==> src/bpfa_queue.sv <==
// bpfa_queue: two-entry request queue between front and back
// no dependencies
`default_nettype none
module bpfa_queue #(
	parameter int Width = 8
) (
	input  wire logic             clk,
	input  wire logic             arst_n,
	input  wire logic             push,
	input  wire logic [Width-1:0] push_data,
	input  wire logic             pop,
	output logic      [Width-1:0] pop_data,
	output logic                  full,
	output logic                  empty
);
	localparam int Depth = 2;
	localparam int PtrW  = $clog2(Depth);

	logic [Width-1:0]  mem_q [Depth];
	logic [PtrW-1:0]   wr_q;
	logic [PtrW-1:0]   rd_q;
	logic [PtrW:0]     fill_q;

	assign full     = (fill_q == (PtrW + 1)'(Depth));
	assign empty    = (fill_q == '0);
	assign pop_data = mem_q[rd_q];

	always_ff @(posedge clk) begin
		if (push) begin
			mem_q[wr_q] <= push_data;
		end
	end

	always_ff @(posedge clk or negedge arst_n) begin
		if (!arst_n) begin
			wr_q   <= '0;
			rd_q   <= '0;
			fill_q <= '0;
		end else begin
			if (push) begin
				wr_q <= wr_q + 1'b1;
			end
			if (pop) begin
				rd_q <= rd_q + 1'b1;
			end
			if (push && !pop) begin
				fill_q <= fill_q + 1'b1;
			end else if (pop && !push) begin
				fill_q <= fill_q - 1'b1;
			end
		end
	end
endmodule
`default_nettype wire

==> config.mk <==
export PLATFORM = sky130hd
export DESIGN_NAME = bpfa_queue
export DESIGN_NICKNAME = d
export VERILOG_FILES = /design/src/bpfa_queue.sv
export SDC_FILE = /design/constraint.sdc
export NUM_CORES = 1
export LEC_CHECK = 0
export BUFFER_PORTS_ARGS = -buffer_cell sky130_fd_sc_hd__buf_2
export CAP_MARGIN = 20
export CORE_MARGIN = 2
export CORE_UTILIZATION = 35
export DETAILED_ROUTE_END_ITERATION = 7
export RECOVER_POWER = 50
export SLEW_MARGIN = 20
export SYNTH_ARGS = -nofsm -noshare
export SYNTH_HDL_FRONTEND = slang
export SYNTH_SLANG_ARGS = --single-unit
==> constraint.sdc <==
create_clock -name clk -period 1.6 [get_ports clk]
set_clock_uncertainty 0.05 [all_clocks]
set_input_delay 0.08 -clock clk [delete_from_list [all_inputs] [get_ports clk]]
set_output_delay 0.08 -clock clk [all_outputs]
set_load 0.005 [all_outputs]
# ---- Word level (Yosys, flattened, before mapping)
# Memories as Yosys holds them, arrays and structs flattened.
# Cells that the tools add are included.
dict set report totals {
  rom_bits 0
  mem_count 1
  elab_cells 19
  reg_bits 4
  latchBits 0
  in_bits 12
  output_inout_bits 10
  ramBits 16
}
# name words width rd rd_clocked_by_memory_dff wr line
set memory_table {}
lappend memory_table {mem_q 2 8 1 0 1 19} ;# logic [Width-1:0] mem_q [Depth];
dict set report op_classes {
  n_eq_ne 1
  reduce_logical 6
  n_addsub 4
  n_div 0
  shift 0
  muxes 4
  multipliers 0
  bitwise_logic 0
  n_lt_le_gt_ge 0
}
# cell count
set ops {}
lappend ops {{2-bit 2-to-1 mux} 2}
lappend ops {{1-bit adder, second input constant} 2}
lappend ops {{2-bit by 1-bit adder with 2-bit output, second input constant} 1}
lappend ops {{2-bit == test, second input constant} 1}
lappend ops {{1-bit logical AND} 2}
lappend ops {{1-bit logical NOT} 2}
lappend ops {{2-bit logical NOT} 1}
lappend ops {{1-bit 2-to-1 mux} 2}
lappend ops {{2-bit nonzero test} 1}
lappend ops {{2-bit by 1-bit subtractor with 2-bit output, second input constant} 1}

# ---- Logic depth before layout (Yosys ltp)
dict set report logic_depth {
  word_depth 4
  depth_mapped 5
  mapped_depth_nobuf 5
}

# ---- Worst setup path after synthesis
# Ideal clock, no wire load.
dict set report synth_timing {
  path_type {register to register}
  start {register wr_q}
  end {memory mem_q[0][0] (enable)}
  arrival_time_ns 0.789
  path_stages_with_launch 2
  path_buffers 0
  slack_ns 0.388
  setup_ns 0.373
  t_required_ns 1.177
  period_less_slack_ns 1.212
  cell_sequence {dfrtp_1 -> nor2b_1}
}
# element line
set synth_rtl {}
lappend synth_rtl {{start, declared} 20} ;# logic [PtrW-1:0] wr_q;
lappend synth_rtl {{start signal, assigned} 41} ;# wr_q <= wr_q + 1'b1;
lappend synth_rtl {{end, declared} 19}
# Straight into the memory's write port.

# ---- Worst setup path in the final report
dict set report layout_timing {
  start {register rd_q}
  end {output pop_data[4]}
}
dict set report layout_between {
  elab_chain_len 1
}
# element line
set layout_rtl {}
lappend layout_rtl {{start, declared} 21} ;# logic [PtrW-1:0] rd_q;
lappend layout_rtl {{start signal, assigned} 44} ;# rd_q <= rd_q + 1'b1;
lappend layout_rtl {{memory read 2 x 8 bit} --}
lappend layout_rtl {{end, declared} 12} ;# output logic [Width-1:0] pop_data,
# No other way between the ends.

==> results.md <==
* Critical Path End Type: output pin
* Top cell type's share of synthesized area at 62.3%
* Syn nets at 54
* CTS Buffer Depth at 2
* Num CTS Buffers at 3
* Maximum Capacitance Violations at 0
* DP HPWL at 808 um
* Worst slew margin at 74.2%
* Fin. Hold Viols at 0
* Worst-Margin Slew at 0.387 ns
* Detailed-route via count at 451
* XOR/XNOR Fraction of Synth Area at 5.68%
* Status: finished clean
* Setup TNS at 0 ns
* Clock transition at path regs at 0.10 ns
* Largest family of logic cells by synthesized area: multiplexers
* WL final at 1180 um
* Fin. max-slew vios at 0
* Initial DRC Count at 0
* First-pass DRT Iterations at 1
* # setup viols final at 0
* Synth top area cells: edfxtp_1 62%, dfrtp_1 13%, mux2_2 12%, xor2_1 4.5%, ha_1 1.6%
* Via density at 4.30
* RSZ-0062 raised after global routing: false
* Mux share of post-synthesis cell area at 11.7%
* Clk_lat worst skew at 0.30 ns
* Synth Area in Compound Gates at 0%
* Root Buffer Master: clkbuf_4
* Grt total ovfl at 0
* Cell area power density at 1430 mW/mm^2
* Clock sink total at 20
* CP max FO at 9
* Number of filler cells placed in the layout at 188
* Register Area at 581 sq um
* Register area share after synthesis at 75.3%
* Syn Inst Count at 41
* Initial antenna violation count at 0
* Largest net degree at the start of global routing at 12
* Area Growth Syn to Fin at 35.9%
* # DRC at 0
* Ports at 22
* Cts-stage hold buffer count at 11
* Routability cong. at 0.642
* Cell Area, Synth at 771 sq um
* WP data required at 1.47 ns
* Ratio of cells with drive above 1 in the final layout at 35.9%
* Post-Synth Simple-Gate Area at 3.73%
* Worst Path Arrival at 1.39 ns
* Adder-cell share of the synthesized area at 1.62%
* Crit path kind: register to output pin
* H-tree levels at 1
* Core ar. at 0.00202 sq mm
* Design Area, Final at 0.00105 sq mm
* Final ANT Viol Nets at 0
* Multi-input logic area at 175 sq um
* Dominant cell type by area after synthesis: edfxtp_1
* Placed cell area at 913 sq um
* Leak pwr at 0.414 nW
* Crit start category: register
* Gr usage total at 10.5%
* CTS tree: yes
* Ant. Diodes at 0
* Syn Area/Cell at 18.8 sq um
* Hold Crit Class: primary input to asynchronous set/reset pin
* Minimum clock period at 1.52 ns
* Peak Freq at 659 MHz
* Vias in the first global route at 480
* Post_cts resized at 0
* First-pass GRT wire length at 1940 um
* Drt wl/cell at 11.2 um
* Tcrit/Tclk final at 94.9%
* Yosys reg bits at 20
* IO Port Bufs at 21
* DIE AREA at 0.00259 sq mm
* Setup Buffers After CTS at 0
* Starting Density at 38.1%
* Warnings from Yosys at 0
* Row Count at 16
* Die width at 50.9 um
* Die height at 50.9 um
* Max IR drop VDD at 612 uV
* Distinct cells, synth at 12
* Final #Nets at 92
[cells by family after synthesis]
kind of cell	count (synthesis)
adder cells (fa/ha/maj)	1
AND/OR/NAND/NOR	5
XOR/XNOR	5
multiplexers	8
buffers and inverters	2
flip-flops	20
[sequential cells by signal, summed over array words and instances (netlist names)]
signal / count
mem_q: 16
wr_q: 1
fill_q: 2
rd_q: 1
[final cells by class]
class | count | area share [%]
Timing Repair Buffer | 34 | 20.8
Clock buffer | 4 | 3.46
Multi-Input combinational cell | 19 | 16.7
Inverter | 1 | 0.358
Sequential cell | 20 | 55.4
Tap cell | 27 | 3.23
[layout by cell type, fill, tap and decap left out]
| cell | Yosys | layout |
|---|---|---|
| buf_4 | 0 | 1 |
| clkbuf_4 | 0 | 3 |
| buf_2 | 0 | 14 |
| clkbuf_8 | 0 | 1 |
| dlygate4sd3_1 | 0 | 11 |
| ha_1 | 1 | 1 |
| clkbuf_1 | 0 | 8 |
| xnor2_1 | 1 | 1 |
| and2_1 | 1 | 1 |
| xor2_1 | 4 | 4 |
| dfrtp_1 | 4 | 4 |
| mux2_2 | 8 | 8 |
| nor2_1 | 2 | 2 |
| and2b_2 | 1 | 1 |
| edfxtp_1 | 16 | 16 |
| nor2b_1 | 1 | 1 |
| inv_1 | 1 | 1 |
[worst max-delay path, cell delays in order (launching register included)]
cell     delay (ns)
dfrtp_1        0.58
mux2_2         0.39
buf_2          0.13
[where the power goes]
part	switching, W	internal, W
logic	0.000160	0.000252
clock network	0.000144	0.000139
registers	0.0000952	0.000707
total	0.000399	0.00110
[synth_stat cells (all sizes together)]
cell	count
edfxtp	16
mux2	8
dfrtp	4
xor2	4
nor2	2
and2	1
and2b	1
buf	1
ha	1
inv	1
nor2b	1
xnor2	1
[worst paths after layout]
path / from / endpoint / slack, ns / depth (start not counted)
setup / recovery: rd_q / pop_data[4] / 0.08 / 2
hold / removal: arst_n / fill_q[0] / 0.09 / 2
setup reg to reg: wr_q / mem_q[0][1] / 0.44 / 2
hold reg to reg: wr_q / wr_q / 0.44 / 1
max in group asynchronous: arst_n / rd_q / 1.22 / 2
min in group clk: wr_q / wr_q / 0.44 / 1
[through the flow]
stage               hold WS [ns]  worst slack (ns)  total power, W  utilization, %  cells
detailed placement        -0.158             0.403         0.00122            45.2     90
CTS                       0.0391            0.0548         0.00153            52.4    105
finish                    0.0860            0.0814         0.00150            51.8    105
global placement          -0.159             0.415         0.00121            45.2     90
floorplan                 -0.266             0.388         0.00106               -     41
global route               0.103            0.0185         0.00158            51.8    105
[layer usage]
layer,GRT usage (%),share of wire (%)
met1,11.5,39
met4,6.76,2.5
met3,2.63,4.6
met2,18.0,54
met5,0,0
(Power assumes the default switching activity.)
