File: config.mk
export PLATFORM = sky130hd
export DESIGN_NAME = bpfa_front_flat
export DESIGN_NICKNAME = d
export VERILOG_FILES = /design/src/bpfa_pkg.sv /design/src/bpfa_if.sv /design/src/bpfa_front.sv /design/src/flat_wrapper.sv
export SDC_FILE = /design/constraint.sdc
export NUM_CORES = 1
export LEC_CHECK = 0
export ABC_AREA = 1
export ABC_CLOCK_PERIOD_IN_PS = 6530
export BUFFER_PORTS_ARGS = -buffer_cell sky130_fd_sc_hd__clkbuf_2
export CAP_MARGIN = 20
export CORE_UTILIZATION = 41
export DETAILED_ROUTE_END_ITERATION = 6
export PLACE_DENSITY = 0.67
export REMOVE_ABC_BUFFERS = 1
export SETUP_SLACK_MARGIN = 0.4
export SLEW_MARGIN = 20
export SYNTH_ARGS = -nofsm -noshare
export SYNTH_HDL_FRONTEND = slang
export SYNTH_SLANG_ARGS = --single-unit
export TNS_END_PERCENT = 5
File: constraint.sdc
create_clock -name vclk -period 6.53
set_input_delay 0.653 -clock vclk [all_inputs]
set_output_delay 0.653 -clock vclk [all_outputs]
set_load 0.01 [all_outputs]
File: src/bpfa_pkg.sv
// bpfa_pkg: constants, command/status/operation codes of the bitmap page allocator
// no dependencies; used by bpfa_if, bpfa_front, bpfa_back, the top level and tb
`default_nettype none
package bpfa_pkg;
	localparam int MAX_PAGES   = 4096;
	localparam int PAGE_SHIFT  = 12;
	localparam int ADDR_W      = 48;
	localparam int CNT_W       = 13;
	localparam int CMD_W       = 2;
	localparam int ST_W        = 2;
	localparam int WORD_BITS   = 64;
	localparam int RESET_PAGES = 4096;
	localparam int CFG_IDX_W   = 1;
	localparam int OP_W        = 3;

	typedef enum logic [CMD_W-1:0] {
		CMD_RESET_MAP = 2'd0,
		CMD_ALLOC     = 2'd1,
		CMD_FREE      = 2'd2,
		CMD_MARK_USED = 2'd3
	} cmd_t;

	typedef enum logic [ST_W-1:0] {
		ST_DONE  = 2'd0,
		ST_FAIL  = 2'd1,
		ST_RANGE = 2'd2
	} status_t;

	// classified request as it travels through the queue
	typedef enum logic [OP_W-1:0] {
		OP_RESET = 3'd0,
		OP_ALLOC = 3'd1,
		OP_FREE  = 3'd2,
		OP_MARK  = 3'd3,
		OP_FAIL  = 3'd4,
		OP_RANGE = 3'd5
	} op_t;

	typedef enum logic [CFG_IDX_W-1:0] {
		REG_BASE_ADDRESS = 1'd0,
		REG_PAGE_TOTAL   = 1'd1
	} reg_t;
endpackage
`default_nettype wire

File: src/bpfa_if.sv
// bpfa channel interfaces: request, response and configuration write
// depends on bpfa_pkg for field widths
`default_nettype none
interface bpfa_req_if;
	logic                          valid;
	logic                          ready;
	logic [bpfa_pkg::CMD_W-1:0]    cmd;
	logic [bpfa_pkg::ADDR_W-1:0]   address;
	logic [bpfa_pkg::CNT_W-1:0]    count;
	modport source (output valid, cmd, address, count, input ready);
	modport sink (input valid, cmd, address, count, output ready);
endinterface

`default_nettype wire

File: src/bpfa_front.sv
// bpfa_front: accepts requests, range-checks addresses and counts, classifies
// depends on bpfa_pkg and bpfa_if
`default_nettype none
module bpfa_front #(
	parameter int MaxPages  = bpfa_pkg::MAX_PAGES,
	parameter int PageShift = bpfa_pkg::PAGE_SHIFT,
	parameter int IdxW      = $clog2(MaxPages),
	parameter int TotW      = $clog2(MaxPages + 1),
	parameter int QW        = bpfa_pkg::OP_W + IdxW + TotW
) (
	bpfa_req_if.sink                        req,
	input  wire logic [bpfa_pkg::ADDR_W-1:0] abase,
	input  wire logic [TotW-1:0]            total,
	input  wire logic                       en,
	input  wire logic                       q_full,
	output logic                            push,
	output logic      [QW-1:0]              push_data
);
	localparam int PidxW = bpfa_pkg::ADDR_W - PageShift;

	logic [bpfa_pkg::ADDR_W:0] diff;
	logic [PidxW-1:0]          pidx;
	logic                      in_range;
	logic                      bad_count;
	bpfa_pkg::op_t             op;

	assign diff      = {1'b0, req.address} - {1'b0, abase};
	assign pidx      = diff[bpfa_pkg::ADDR_W-1:PageShift];
	assign in_range  = !diff[bpfa_pkg::ADDR_W] && (pidx < PidxW'(total));
	assign bad_count = (req.count == '0) || (32'(req.count) > 32'(total));

	assign req.ready = en && !q_full;
	assign push      = req.valid && req.ready;

	always_comb begin
		case (bpfa_pkg::cmd_t'(req.cmd))
			bpfa_pkg::CMD_RESET_MAP: op = bpfa_pkg::OP_RESET;
			bpfa_pkg::CMD_ALLOC:     op = bad_count ? bpfa_pkg::OP_FAIL : bpfa_pkg::OP_ALLOC;
			bpfa_pkg::CMD_FREE:      op = in_range ? bpfa_pkg::OP_FREE : bpfa_pkg::OP_RANGE;
			bpfa_pkg::CMD_MARK_USED: op = in_range ? bpfa_pkg::OP_MARK : bpfa_pkg::OP_RANGE;
			default:                 op = bpfa_pkg::OP_RANGE;
		endcase
	end

	// count is only used when it passed the check, so it fits the total width
	assign push_data = {op, IdxW'(pidx), TotW'(req.count)};
endmodule
`default_nettype wire

File: src/flat_wrapper.sv
// flat-port wrapper written by rule: the top's interface ports become plain ports
module bpfa_front_flat 
#(
	parameter int MaxPages  = bpfa_pkg::MAX_PAGES,
	parameter int PageShift = bpfa_pkg::PAGE_SHIFT,
	parameter int IdxW      = $clog2(MaxPages),
	parameter int TotW      = $clog2(MaxPages + 1),
	parameter int QW        = bpfa_pkg::OP_W + IdxW + TotW
)
  (abase, total, en, q_full, push, push_data, req_valid, req_cmd, req_address, req_count, req_ready);
  bpfa_req_if req_i ();
  input  wire logic [bpfa_pkg::ADDR_W-1:0] abase;
  input  wire logic [TotW-1:0] total;
  input  wire logic en;
  input  wire logic q_full;
  output logic push;
  output logic      [QW-1:0] push_data;
  input wire logic [$bits(req_i.valid)-1:0] req_valid;
  input wire logic [$bits(req_i.cmd)-1:0] req_cmd;
  input wire logic [$bits(req_i.address)-1:0] req_address;
  input wire logic [$bits(req_i.count)-1:0] req_count;
  output wire logic [$bits(req_i.ready)-1:0] req_ready;
  assign req_i.valid = req_valid;
  assign req_i.cmd = req_cmd;
  assign req_i.address = req_address;
  assign req_i.count = req_count;
  assign req_ready = req_i.ready;
  bpfa_front #(.MaxPages(MaxPages), .PageShift(PageShift), .IdxW(IdxW), .TotW(TotW), .QW(QW)) u_core (.req(req_i), .abase(abase), .total(total), .en(en), .q_full(q_full), .push(push), .push_data(push_data));
endmodule
Yosys cells after proc, flatten, opt, wreduce, memory -nomap -nowiden. Index checks and enable logic that the tools add are counted.

Flip-flop bits (word level): 0. Word-level logic and storage cells: 18. Input bits: 127. Output and inout bits: 30.

Multiplexer cells: 4. Order comparisons: 2. $add $sub $neg: 1. Equal/unequal tests: 3. Reductions and logical operators: 8.

Operator list (number): $sub A48 B48 Y49 (1); $lt A36 B13 Y1 (1); $gt A13 B13 Y1 (1); $logic_not A13 Y1 (1); $pmux W3 S4 (1); $mux W3 (3); $eq A2 B2 Y1 const B (2); $logic_and A1 B1 Y1 (3); $eq A2 B1 Y1 const B (1); $logic_not A1 Y1 (2); $logic_not A2 Y1 (1); $logic_or A1 B1 Y1 (1).

Logic depth before layout (Yosys ltp). Gate-level depths: netlist (run 1).

Depth in word-level cells: 5. Gate-level depth with buffers: 24.

Worst setup path before layout (run 1). OpenSTA, ideal clock, no wires.

Kind: in2out. Start: input abase[14] in the netlist's numbering. End: output push_data[26]. Data arrival time: 2.907 ns. Cell stages on the path: 21. Slack: 2.970 ns. Data required time: 5.877 ns. Buffers on the path: 0. Cell sequence: inv_1 > ha_1 > nand2_1 > inv_1 > nand2_1 > nand2_1 > a21oi_1 > nand2_1 > nand2_1 > nand2_1 > xor2_1 > ha_1 > nand2_1 > inv_1 > nand3_1 > inv_1 > a21oi_1 > nor2_1 > nor2_1 > nand2_1 > nor2_1.

Word-level cells in the longest chain between the ends: 5. Elaborated cells on any way between the ends: 7. Classes of those cells: add/sub (1); order compare (1); mux (3); reduce/logical (2).

Ends and longest elaborated chain: start: declaration (line flat_wrapper.sv:12) `input wire logic [bpfa_pkg::ADDR_W-1:0] abase;`; $sub A48 B48 Y49 (*) (line bpfa_front.sv:27) `assign diff = {1'b0, req.address} - {1'b0, abase};`; named net push_data[24] (line flat_wrapper.sv:17) `output logic [QW-1:0] push_data;`; $lt A36 B13 Y1 (*) (line bpfa_front.sv:29) `assign in_range = !diff[bpfa_pkg::ADDR_W] && (pidx < PidxW'(total));`; $logic_and A1 B1 Y1 (*) (line bpfa_front.sv:29); $mux W3 (on tied branches) (line bpfa_front.sv:40, bpfa_front.sv:39); $pmux W3 S4 (*) (line bpfa_front.sv:36) `case (bpfa_pkg::cmd_t'(req.cmd))`; end: declaration (line flat_wrapper.sv:17).

Mark *: on every way through the listed nets, which the timed path passes. The rest lies on a longest branch.

Final worst setup path (run 1).
Start: input abase[2] in the netlist's numbering. End: output push_data[25].

Word-level cells in the longest chain between the ends: 5. Elaborated cells on any way between the ends: 6. Classes of those cells: add/sub (1); order compare (1); mux (2); reduce/logical (2).

Ends and longest elaborated chain: $sub A48 B48 Y49 (*) (line bpfa_front.sv:27); $lt A36 B13 Y1 / $logic_not A1 Y1 (equally long branches) (line bpfa_front.sv:29); $logic_and A1 B1 Y1 (*) (line bpfa_front.sv:29); $mux W3 (*) (line bpfa_front.sv:39) `bpfa_pkg::CMD_FREE: op = in_range ? bpfa_pkg::OP_FREE : bpfa_pkg::OP_RANGE;`; $pmux W3 S4 (*) (line bpfa_front.sv:36).

Every way passes the cells marked *; elsewhere a longest branch is shown, timed or not.

==> results of run 1 <==
## critical path: stages
cell and delay (ns):
clkbuf_2 0.07, inv_1 0.03, ha_1 0.32, nand2_1 0.08
inv_1 0.05, nand2_1 0.04, nand2_1 0.08, nand2_1 0.05
nand2_1 0.14, nand2_1 0.08, nand2_1 0.18, nand2_1 0.08
nand2_1 0.10, xor2_1 0.22, ha_1 0.28, nand2_1 0.10
inv_1 0.04, nand3_1 0.08, inv_1 0.04, a21oi_1 0.16
nor2_1 0.06, nor2_1 0.11, nand2_1 0.08, nand2_1 0.08
nand2_1 0.05, clkbuf_2 0.12
## layout make-up
| type | instances | area, µm² |
|---|---|---|
| Fill cell | 1330 | 5790 |
| Inverter | 259 | 972 |
| Multi-Input combinational cell | 763 | 3940 |
| Tap cell | 143 | 179 |
| Timing Repair Buffer | 157 | 786 |
## cells in the final DEF, fill, tap and decap left out, types with 6 or more instances in the layout
master    instances
nand4_1           9
nor2_2           20
nand2_2          11
o21bai_1          6
nand3b_1         10
a21oi_1          49
nor3_1           14
clkbuf_2        157
inv_2             9
ha_1             72
xor2_1           12
nor2_1           89
nand2_1         404
inv_1           249
nand3_1          37
o21ai_0          11
## stage by stage
step | setup slack [ns] | total power [mW] | hold slack (ns) | cell area, µm²
after floorplan | 2.97 | 0.339 | 1.31 | 4910
after global placement | 2.54 | 0.502 | 1.53 | 5870
after detailed placement | 2.50 | 0.504 | 1.53 | 5870
after CTS | 2.50 | 0.506 | 1.53 | 5870
after global routing | 2.21 | 0.577 | 1.54 | 5870
final | 2.48 | 0.511 | 1.53 | 5870
## routing by layer
metal | vias to the layer above | GRT usage (%) | share of wire [%]
li1 | 3398 | - | -
met1 | 2681 | 33.6 | 49
met2 | 213 | 42.7 | 43
met3 | 15 | 2.54 | 6.4
met4 | 0 | 3.02 | 1.1
met5 | - | 0 | 0
## worst max path at each step
stage	end	slack, ns
after floorplan	push_data[26]	2.97
after global placement	push_data[25]	2.54
after detailed placement	push_data[25]	2.50
after CTS	push_data[25]	2.50
after global routing	push_data[27]	2.21
final	push_data[25]	2.48
## power by group through the flow
stage / Combinational [mW] / Sequential, mW / Clock, mW
after floorplan: 0.339 / 0 / 0
after global placement: 0.502 / 0 / 0
after detailed placement: 0.504 / 0 / 0
after CTS: 0.506 / 0 / 0
after global routing: 0.577 / 0 / 0
final: 0.511 / 0 / 0
## cell families (layout without fill, tap and decap cells)
kind of cell	Yosys count	after routing	synth area share (%)
AND/OR/NAND/NOR	603	603	50.1
buffers and inverters	272	416	21.4
AO/OA/AOI/OAI	75	75	8.25
adder cells (fa/ha/maj)	72	72	18.0
XOR/XNOR	13	13	2.28
==> run metrics, run 1 <==
Final Core Density 50.3%; DRT iter0 DRCs 423; cts hold-fix bufs 0; Setup crit start kind input pin; routed wire length 15800 µm; vias 6307; Routed Antenna Nets 0; Total Routing Usage GR 24.6%; PD cells 87.0 nW/µm²; part of the power in the clock network 0%; count leader, synth nand2_1; sequential cell area fraction in the yosys report 0%; Post-DP HPWL 14600 µm; full die area 12700 µm²; Final Wtd Congestion 0.967; drt drc 0; Nets 1380; Seq pwr share 0%; crit path max fanout 4; RSZ-0062 raised after global routing false; post-CTS setup repair buffer count 0; Slew Viols, Final 0; NetSw 0.323 mW; final setup fails 0; Hold Path End push_data[2]; first-pass GRT wire length 25300 µm; pin count of the biggest net entering global routing 7; total grt overflow 0; Distinct cells, synth 32; ranking of synthesized cells by area nand2_1, inv_1, ha_1; Ports 157; WP data required 5.88 ns; count of cells resized by post-cts repair 0; Hold Vio Cnt, Final 0; Worst setup startpoint abase[2]; Hold Crit Depth 2; Initial Util 42.9%; crit path time final 4.05 ns; Commonest cells post-synth nand2_1, inv_1, nor2_1; Fmax 0.247 GHz; port bufs 157; worst vdd ir 0.0000392 V; clock buffers 0; crit path DAT 3.40 ns; antenna violations before repair 0; Net Sw Frac 63.3%; Syn-to-layout area delta 17.3%; chip width 112 µm; Slew headroom 67.3%; Logic pwr share 100.0%; Rows 39; Setup CP Type in -> out; vias in the first global route 5567; # Max-Cap Violations 0; core area 11700 µm²; Cells after Synth 1035; Lkg Pwr 4.00 nW; cell accounting for the most synthesized area nand2_1; storage element area 0 µm²; final non-filler cell total 1322; n_diodes 0; Yosys top cell area share 30.3%; min-delay src req_count[2]; TritonRoute pass-1 iters 7; Syn Area/Cell 4.84 µm²; setup TNS 0 ns; CP endpoint kind primary output; post-synthesis cell area 5000 µm²; HP Class in -> out; wire per inst 12.0 µm; status finished, final reports clean; design internal power 0.188 mW; slew at the pin closest to its max-slew limit 0.486 ns; Via density 4.77; Yosys warning total 0; seq_cells 0; share of cells above drive strength 1 17.0%; period utilisation layout 62.0%; Placed Cells 1322; Die Ht 112 µm
No activity file was read; power rests on OpenSTA's default activity.
==> run 2: changes to the inputs <==
--- a/config.mk
+++ b/config.mk
@@ -6,7 +6,7 @@
 export NUM_CORES = 1
 export LEC_CHECK = 0
 export ABC_AREA = 1
-export ABC_CLOCK_PERIOD_IN_PS = 6530
+export ABC_CLOCK_PERIOD_IN_PS = 3900
 export BUFFER_PORTS_ARGS = -buffer_cell sky130_fd_sc_hd__clkbuf_2
 export CAP_MARGIN = 20
 export CORE_UTILIZATION = 41
==> constraint.sdc (replaced) <==
create_clock -name vclk -period 3.9
set_input_delay 0.39 -clock vclk [all_inputs]
set_output_delay 0.39 -clock vclk [all_outputs]
set_load 0.01 [all_outputs]
==> run 2 against run 1 <==
Compared with the run above:
- utilization increased by 4.0 points
- die area stayed put
- cell count increased by 0.61%
- sequential share of layout area stayed put
- worst setup slack worse by 1.9 ns
- non-clock buffer count grew 8
- clock-buffer cell count unchanged
- largest cell class unchanged
- sequential cell count stayed put
- critical path depth decreased by 6
- global-route usage up 0.34 points
==> run metrics, run 2 (synthesis gave the netlist of run 1 again) <==
drt drc 0; Lkg Pwr 4.06 nW; wire per inst 12.2 µm; design internal power 0.370 mW; vias in the first global route 5651; seq_cells 0; n_diodes 0; Final Wtd Congestion 0.971; Fmax 0.298 GHz; crit path time final 3.35 ns; Slew Viols, Final 0; crit path DAT 2.96 ns; Setup crit start kind input pin; Total Routing Usage GR 24.9%; status finished, final reports clean; Net Sw Frac 61.1%; most common cell after layout, fill and taps aside nand2_1; # Max-Cap Violations 0; Post-DP HPWL 14600 µm; crit path buf inv count 3; Placed Cells 1322; TritonRoute pass-1 iters 5; critical path's slowest cell ha_2; cell area after layout 6330 µm²; Setup CP Type in -> out; crit path max fanout 4; final non-filler cell total 1330; final setup fails 0; period utilisation layout 86.0%; critical path's most frequent cell nand2_1; HP Class in -> out; CP cell instances clkbuf_2, inv_1, ha_2, nand2_4, nor2_2, nand2_1, nor2_1, nand2_1, nand3b_1, xor2_2, ha_1, a21oi_1, o21ai_0, a21oi_2, nor2_1, nor2_1, nand2_1, nand2_1, nand2_1, clkbuf_2; clock buffers 0; RSZ-0062 raised after global routing false; cts hold-fix bufs 0; NetSw 0.583 mW; total grt overflow 0; most frequent cells in the layout nand2_1, inv_1, clkbuf_2, nor2_1, ha_1; Via density 4.86; Syn-to-layout area delta 26.6%; Initial Util 42.9%; Top Family by Delay on Critical Path simple AND/OR/NAND/NOR gates; slew at the pin closest to its max-slew limit 0.303 ns; chip width 112 µm; worst vdd ir 0.0000677 V; Post-Place Cell Area 5870 µm²; Seq pwr share 0%; antenna violations before repair 0; CP endpoint kind primary output; DRT iter0 DRCs 407; CP max stage delay 0.39 ns; share of cells above drive strength 1 23.3%; first-pass GRT wire length 25600 µm; vias 6462; Logic pwr share 100.0%; Rows 39; port bufs 157; Die Ht 112 µm; Slew headroom 79.6%; PD cells 150 nW/µm²; pin count of the biggest net entering global routing 7; setup TNS 0 ns; part of the power in the clock network 0%; full die area 12700 µm²; Ports 157; WP data required 3.51 ns; Nets 1388; Overall Power 0.953 mW; routed wire length 16300 µm; Hold Vio Cnt, Final 0; storage element area 0 µm²; Routed Antenna Nets 0; core area 11700 µm²
run 2: cell types whose count changed in the layout (fill, tap and decap cells not counted), sizes merged:
cell	previous run	this run
buf	0	9
clkbuf	157	156
run 2: per-stage QoR:
step / setup slack, ns / hold slack (ns) / utilization [%]
4_1_cts: 0.421 / 1.00 / 50.4
5_1_grt: 0.355 / 1.01 / 54.3
2_1_floorplan: 0.866 / 0.780 / -
3_5_place_dp: 0.377 / 1.00 / 50.3
3_3_place_gp: 0.422 / 1.00 / 50.3
6_report: 0.546 / 1.00 / 54.3
run 2: repair_timing:
item                                    4_1_cts  5_1_grt
resized for setup                             2       74
endpoints found under the setup margin        3        3
pin swaps                                     0        8
setup buffers                                 0        8
run 2: final timing paths:
path / slack [ns] / endpoint / startpoint / depth (start not counted)
min: 1.00 / push_data[3] / req_count[3] / 2
max: 0.55 / push_data[27] / abase[13] / 20
run 2: power by group through the flow:
stage	combinational, mW	clock (mW)	sequential (mW)
floorplan	0.568	0	0
global placement	0.841	0	0
detailed placement	0.844	0	0
CTS	0.850	0	0
global route	1.07	0	0
finish	0.953	0	0
run 2: layout make-up:
class | count | area [µm²]
timing repair buffer | 165 | 846
tap | 143 | 179
fill | 1245 | 5330
multi-input combinational | 763 | 4340
inverter | 259 | 972
run 2: layer usage:
metal / vias to the layer above / global-route usage, % / part of all wire [%]
met3: 22 / 2.27 / 7.7
met4: 0 / 2.84 / 1.6
met2: 253 / 43.4 / 44
li1: 3404 / - / -
met5: - / 0 / 0
met1: 2783 / 34.2 / 46
